<file path="src/rtl/gsh_pkg.sv">
`default_nettype none

package gsh_pkg;

    localparam int STATE_WORDS = 12;
    localparam int STATE_BYTES = 48;
    localparam int BYTE_POS_W  = 6;
    localparam int NUM_ROUNDS  = 24;
    localparam int ROUND_W     = 5;
    localparam int MAX_DIGEST  = 64;
    localparam int DIG_W       = 7;

    localparam logic [31:0] ROUND_CONST = 32'h9E37_7900;

    localparam logic OP_ABSORB = 1'b0;
    localparam logic OP_FINISH = 1'b1;

    typedef logic [31:0] word_t;
    typedef logic [STATE_WORDS-1:0][31:0] state_t;
    typedef logic [ROUND_W-1:0] round_t;

endpackage

`default_nettype wire

</file>
<file path="src/rtl/gsh_round.sv">
`default_nettype none

module gsh_round
    import gsh_pkg::*;
(
    input  state_t s_in,
    input  round_t rnd,
    output state_t s_out
);

    state_t sp;

    // column sp-box
    always_comb
    begin
        word_t x;
        word_t y;
        word_t z;
        sp = s_in;
        for (int c = 0; c < 4; c++)
        begin
            x = {s_in[c][7:0], s_in[c][31:8]};
            y = {s_in[4+c][22:0], s_in[4+c][31:23]};
            z = s_in[8+c];
            sp[8+c] = x ^ (z << 1) ^ ((y & z) << 2);
            sp[4+c] = y ^ x ^ ((x | z) << 1);
            sp[c]   = z ^ y ^ ((x & y) << 3);
        end
    end

    // linear layer and round constant
    always_comb
    begin
        s_out = sp;
        case (rnd[1:0])
            2'b00:
            begin
                s_out[0] = sp[1] ^ ROUND_CONST ^ {{(32-ROUND_W){1'b0}}, rnd};
                s_out[1] = sp[0];
                s_out[2] = sp[3];
                s_out[3] = sp[2];
            end
            2'b10:
            begin
                s_out[0] = sp[2];
                s_out[2] = sp[0];
                s_out[1] = sp[3];
                s_out[3] = sp[1];
            end
            default:
            begin
                s_out = sp;
            end
        endcase
    end

endmodule

`default_nettype wire

</file>
<file path="src/rtl/gimli_sponge_hash_top.sv">
// channel   dir  signals                          contents (low bit up)
// s_*       in   s_tvalid s_tready s_tdata s_tuser  tdata: data_byte[7:0]; tuser: op
// m_*       out  m_tvalid m_tready m_tdata m_tlast  tdata: digest_byte[7:0]; tlast: last
// cfg_*     in   cfg_wr_en cfg_wr_data              digest_len[6:0]
//
// absorb xors each item into the state; every RATE_BYTES-th byte starts a
// permutation, one gimli round per cycle through the shared round unit.
// finish pads and permutes the state, then squeezes digest bytes with a new
// permutation per RATE_BYTES bytes; a zero length clears state and offset only.
// s_tready is low while a permutation or squeeze is in progress.
// the output register stalls the squeeze while it is full and m_tready is low.
// rst_n clears the state, the offset and the output; digest_len returns to 32.
`default_nettype none

module gimli_sponge_hash_top
    import gsh_pkg::*;
#(
    parameter int RATE_BYTES = 16
)
(
    input  wire logic             clk,
    input  wire logic             rst_n,
    input  wire logic             s_tvalid,
    output      logic             s_tready,
    input  wire logic [7:0]       s_tdata,     // data_byte[7:0]
    input  wire logic             s_tuser,     // op
    output      logic             m_tvalid,
    input  wire logic             m_tready,
    output      logic [7:0]       m_tdata,     // digest_byte[7:0]
    output      logic             m_tlast,
    input  wire logic             cfg_wr_en,
    input  wire logic [DIG_W-1:0] cfg_wr_data
);

    localparam int OFF_W = (RATE_BYTES > 1) ? $clog2(RATE_BYTES) : 1;
    localparam logic [OFF_W-1:0] OFF_LAST = OFF_W'(RATE_BYTES - 1);

    typedef enum logic [1:0] {
        S_IDLE,
        S_PERM,
        S_SQZ
    } fsm_t;

    fsm_t             fsm_reg, fsm_next;
    state_t           perm_reg, perm_next;
    logic [OFF_W-1:0] off_reg, off_next;
    round_t           round_reg, round_next;
    logic [DIG_W-1:0] remain_reg, remain_next;
    logic             sqz_reg, sqz_next;
    logic             out_valid_reg, out_valid_next;
    logic [7:0]       out_byte_reg, out_byte_next;
    logic             out_last_reg, out_last_next;
    logic [DIG_W-1:0] digest_len_reg;

    state_t                round_out;
    logic [DIG_W-1:0]      dig_n;
    logic [BYTE_POS_W-1:0] off_pos;
    logic [383:0]          perm_flat;

    function automatic state_t byte_mask(input logic [BYTE_POS_W-1:0] pos,
                                         input logic [7:0] val);
        logic [383:0] m;
        m = '0;
        m[{pos, 3'b000} +: 8] = val;
        return state_t'(m);
    endfunction

    gsh_round u_round
    (
        .s_in  (perm_reg),
        .rnd   (round_reg),
        .s_out (round_out)
    );

    assign dig_n     = (digest_len_reg > DIG_W'(MAX_DIGEST)) ? DIG_W'(MAX_DIGEST)
                                                             : digest_len_reg;
    assign off_pos   = BYTE_POS_W'(off_reg);
    assign perm_flat = perm_reg;

    assign s_tready = (fsm_reg == S_IDLE);
    assign m_tvalid = out_valid_reg;
    assign m_tdata  = out_byte_reg;
    assign m_tlast  = out_last_reg;

    always_comb
    begin
        fsm_next       = fsm_reg;
        perm_next      = perm_reg;
        off_next       = off_reg;
        round_next     = round_reg;
        remain_next    = remain_reg;
        sqz_next       = sqz_reg;
        out_valid_next = out_valid_reg && !m_tready;
        out_byte_next  = out_byte_reg;
        out_last_next  = out_last_reg;
        case (fsm_reg)
            S_IDLE:
            begin
                if (s_tvalid)
                begin
                    if (s_tuser == OP_ABSORB)
                    begin
                        perm_next = perm_reg ^ byte_mask(off_pos, s_tdata);
                        if (off_reg == OFF_LAST)
                        begin
                            off_next   = '0;
                            round_next = round_t'(NUM_ROUNDS);
                            sqz_next   = 1'b0;
                            fsm_next   = S_PERM;
                        end
                        else
                        begin
                            off_next = off_reg + 1'b1;
                        end
                    end
                    else if (dig_n == '0)
                    begin
                        perm_next = '0;
                        off_next  = '0;
                    end
                    else
                    begin
                        perm_next   = perm_reg ^ byte_mask(off_pos, 8'h01)
                                    ^ byte_mask(BYTE_POS_W'(STATE_BYTES - 1), 8'h01);
                        off_next    = '0;
                        remain_next = dig_n;
                        round_next  = round_t'(NUM_ROUNDS);
                        sqz_next    = 1'b1;
                        fsm_next    = S_PERM;
                    end
                end
            end
            S_PERM:
            begin
                perm_next  = round_out;
                round_next = round_reg - 1'b1;
                if (round_reg == round_t'(1))
                begin
                    fsm_next = sqz_reg ? S_SQZ : S_IDLE;
                end
            end
            S_SQZ:
            begin
                if (!out_valid_reg || m_tready)
                begin
                    out_valid_next = 1'b1;
                    out_byte_next  = perm_flat[{off_pos, 3'b000} +: 8];
                    out_last_next  = (remain_reg == DIG_W'(1));
                    remain_next    = remain_reg - 1'b1;
                    if (remain_reg == DIG_W'(1))
                    begin
                        perm_next = '0;
                        off_next  = '0;
                        sqz_next  = 1'b0;
                        fsm_next  = S_IDLE;
                    end
                    else if (off_reg == OFF_LAST)
                    begin
                        off_next   = '0;
                        round_next = round_t'(NUM_ROUNDS);
                        fsm_next   = S_PERM;
                    end
                    else
                    begin
                        off_next = off_reg + 1'b1;
                    end
                end
            end
            default:
            begin
                fsm_next = S_IDLE;
            end
        endcase
    end

    always_ff @(posedge clk or negedge rst_n)
    begin
        if (!rst_n)
        begin
            fsm_reg        <= S_IDLE;
            perm_reg       <= '0;
            off_reg        <= '0;
            round_reg      <= '0;
            remain_reg     <= '0;
            sqz_reg        <= 1'b0;
            out_valid_reg  <= 1'b0;
            out_byte_reg   <= '0;
            out_last_reg   <= 1'b0;
            digest_len_reg <= DIG_W'(32);
        end
        else
        begin
            fsm_reg       <= fsm_next;
            perm_reg      <= perm_next;
            off_reg       <= off_next;
            round_reg     <= round_next;
            remain_reg    <= remain_next;
            sqz_reg       <= sqz_next;
            out_valid_reg <= out_valid_next;
            out_byte_reg  <= out_byte_next;
            out_last_reg  <= out_last_next;
            if (cfg_wr_en)
            begin
                digest_len_reg <= cfg_wr_data;
            end
        end
    end

endmodule

`default_nettype wire

</file>
<file path="config.mk">
export PLATFORM = sky130hd
export DESIGN_NAME = gimli_sponge_hash_top
export DESIGN_NICKNAME = d
export VERILOG_FILES = /design/src/rtl/gsh_pkg.sv /design/src/rtl/gsh_round.sv /design/src/rtl/gimli_sponge_hash_top.sv
export SDC_FILE = /design/constraint.sdc
export NUM_CORES = 2
export LEC_CHECK = 0
export BUFFER_PORTS_ARGS = -buffer_cell sky130_fd_sc_hd__clkbuf_2
export CAP_MARGIN = 20
export CORE_MARGIN = 2
export CORE_UTILIZATION = 49
export DETAILED_ROUTE_END_ITERATION = 10
export PLACE_DENSITY_LB_ADDON = 0.2
export SLEW_MARGIN = 20
export SYNTH_ARGS = -nofsm -noshare
export SYNTH_HDL_FRONTEND = slang
export SYNTH_HIERARCHICAL = 1
export SYNTH_SLANG_ARGS = --single-unit
export TNS_END_PERCENT = 20
</file>
<file path="constraint.sdc">
create_clock -name clk -period 4.35 [get_ports clk]
set_clock_uncertainty 0.05 [all_clocks]
set_input_delay 0.6525 -clock clk [delete_from_list [all_inputs] [get_ports clk]]
set_output_delay 0.6525 -clock clk [all_outputs]
set_load 0.1 [all_outputs]
</file>
==> impl_metrics.toml <==
[floorplanning]
die-area_um2 = 66600
core_um2 = 64100
die_y_um = 258
ios = 32
initial_core_util = 0.493
fp-row-count = 93
die_w_um = 258

[synth]
synthCells = 3359
async_reset_ff_frac = 1.00
ys_ff_latch = 420
synth_cell_type_count = 86
synth_edf_count = 0
synth_top_area_share = 0.331
syn-num-nets = 3631
synth_top_area_cell = "dfrtp_1"
ys_top_cells_by_area = "dfrtp_1 (33%), xnor2_1 (10%), ha_1 (9.9%), a22o_1 (6.1%), mux2i_1 (3.8%)"
synth.avg_cell_area_um2 = 9.42
ys.flop_type = "dfrtp_1"
syn-cell-area_um2 = 31600
ys_seq_area_frac = 0.332
ys_warn_count = 6

[placement]
dpl_cell_area_um2 = 32900
hpwl_um = 112000
io_buffers = 31
pre_cts_ws_ps = 853
place_congestion = 1.08

[clocking]
cts_htree_levels = 2
clk_path_buf_depth = 3
cts_tree = "yes"
postCtsSetupBuffers = 0
clkSlewWorstSetupHoldPaths_ps = 60
clk_latency_ps = 640
root_buffer = "clkbuf_16"
cts_made_buffers = 52
holdBufCountCts = 0
cts_resized = 0
cts.sinks = 420

[worst_setup_path]
crit_arrival_ps = 4090
setup.worst_path.end_class = "flop"
path_buf_inv = 2
worstPathMaxFanout = 27
crit_chain = "buf_4 -> nor3_1 -> ha_1 -> inv_1 -> a2111oi_4 -> nand2_1 -> o311ai_0"
worstPathRequired_ps = 4770
slowest_stage = "ha_1"
critPathLaunchType = "flop"
cp_top_family = "compound AO/OA/AOI/OAI gates"
critPathMaxStageDelay_ps = 810
crit_type = "flop to flop"

[global_route]
grt_pass1_wl_um = 211000
grt_use_total = 0.445
grt_pass1_vias = 27296
grt-ovfl-total = 0
grt_max_degree = 112
grt_antenna_before_repair = 10

[timing]
rsz0062_at_grt = "false"
timing.final.ws_setup_ps = 675
setup_violations = 0
min_period_ps = 3670
period_share = 0.845
clock.fmax_mhz = 272
final_max_slew_viol_count = 0
finalHoldViolations = 0
tns_ps = 0
maxSlewHeadroom = 0.192
tightest_slew_ps = 1210
hold-worst-slack_ps = 58.4

[finish]
nNetsFinal = 3590
largest_reg_flops = 384
multiInputGateArea_um2 = 20100
mostFrequentLayoutCell = "dfrtp_1"
layout-drive-gt1-share = 0.0880
fin_util = 0.540
layout-area-overhead-vs-synth_pct = 9.50
final_area_um2 = 34600
regArea_um2 = 10500
n_fill_cell = 5826
final_cell_mix = "dfrtp_1 (415), xnor2_1 (373), nand2_1 (292)"

[detailed_routing]
drtIter0Drc = 4439
wl_um = 150000
vias = 29117
wire_per_inst_um = 35.5
ant_nets = 0
drc = 0
vias_per_cell = 6.91
first_pass_iters = 7

[run_status]
status = "completed"

[pwr]
pwr_density_cell_nw_per_um2 = 1010
p_leak_uw = 0.0152
ir_drop_mv = 0.752

[flow_run]
max-cap-violations = 0

[min_path]
min_path_type = "primary input to async pin"
cells by family after synthesis:
family                   Yosys count  synth area share
AO/OA/AOI/OAI                    912             0.202
adder cells (fa/ha/maj)          251            0.0993
AND/OR/NAND/NOR                  862             0.127
XOR/XNOR                         508             0.142
multiplexers                     158            0.0629
flip-flops                       420             0.332
buffers and inverters            248            0.0349
metal layers:
metal  GRT usage  wire length, µm  vias up
met5           0               46        -
met4       0.297            12100        8
met1       0.594            59400    14522
met3       0.122            17100      444
met2       0.629            61100     1873
li1            -                -    12270
where the power goes:
group / switching (µW) / internal, µW
Sequential: 2990 / 5400
Clock: 1870 / 2680
Combinational: 14300 / 7750
area by class of cell:
class / count / area share
sequential: 420 / 0.304
antenna: 7 / 0.000506
tap: 855 / 0.0309
multi-input combinational: 2691 / 0.580
inverter: 26 / 0.00296
clock buffer: 73 / 0.0433
timing repair buffer: 127 / 0.0321
clock inverter: 17 / 0.00643
per-stage QoR:
stage          power, µW  cells
4_1_cts            34000   4208
6_report           35000   4216
5_1_grt            36100   4210
3_5_place_dp       29300   4118
2_1_floorplan      20700   3359
3_3_place_gp       29100   4118
worst paths after layout:
| kind | start | end | slack, ps | cells past startpoint |
|---|---|---|---|---|
| worst max register to register | off_reg[2] | perm_flat[69] | 680 | 7 |
| worst max-delay path | off_reg[2] | perm_flat[69] | 680 | 7 |
| worst min register to register | m_tdata[2] | m_tdata[2] | 440 | 2 |
| worst min-delay path | rst_n | perm_flat[180] | 60 | 1 |
| max in group asynchronous | rst_n | remain_reg[5] | 3150 | 2 |
| min in group clk | cfg_wr_data[3] | digest_len_reg[3] | 210 | 2 |
cells in the mapped netlist (13+ instances only):
cell and n:
nand2_1 293, a22oi_1 14, o311ai_1 21, inv_1 23, a31oi_1 26, or2_1 13, and2_1 15, xnor2_1 373
o311ai_0 92, mux4_2 32, ha_1 251, or4_1 24, o211ai_1 52, clkbuf_1 118, mux2i_1 119, a21oi_1 229
nor2_1 259, nand3_1 115, a22o_1 221, nor3_1 37, dfrtp_1 419, nand4_1 17, xor2_1 131, buf_2 78
o21ai_0 173
(Power assumes the default switching activity.)
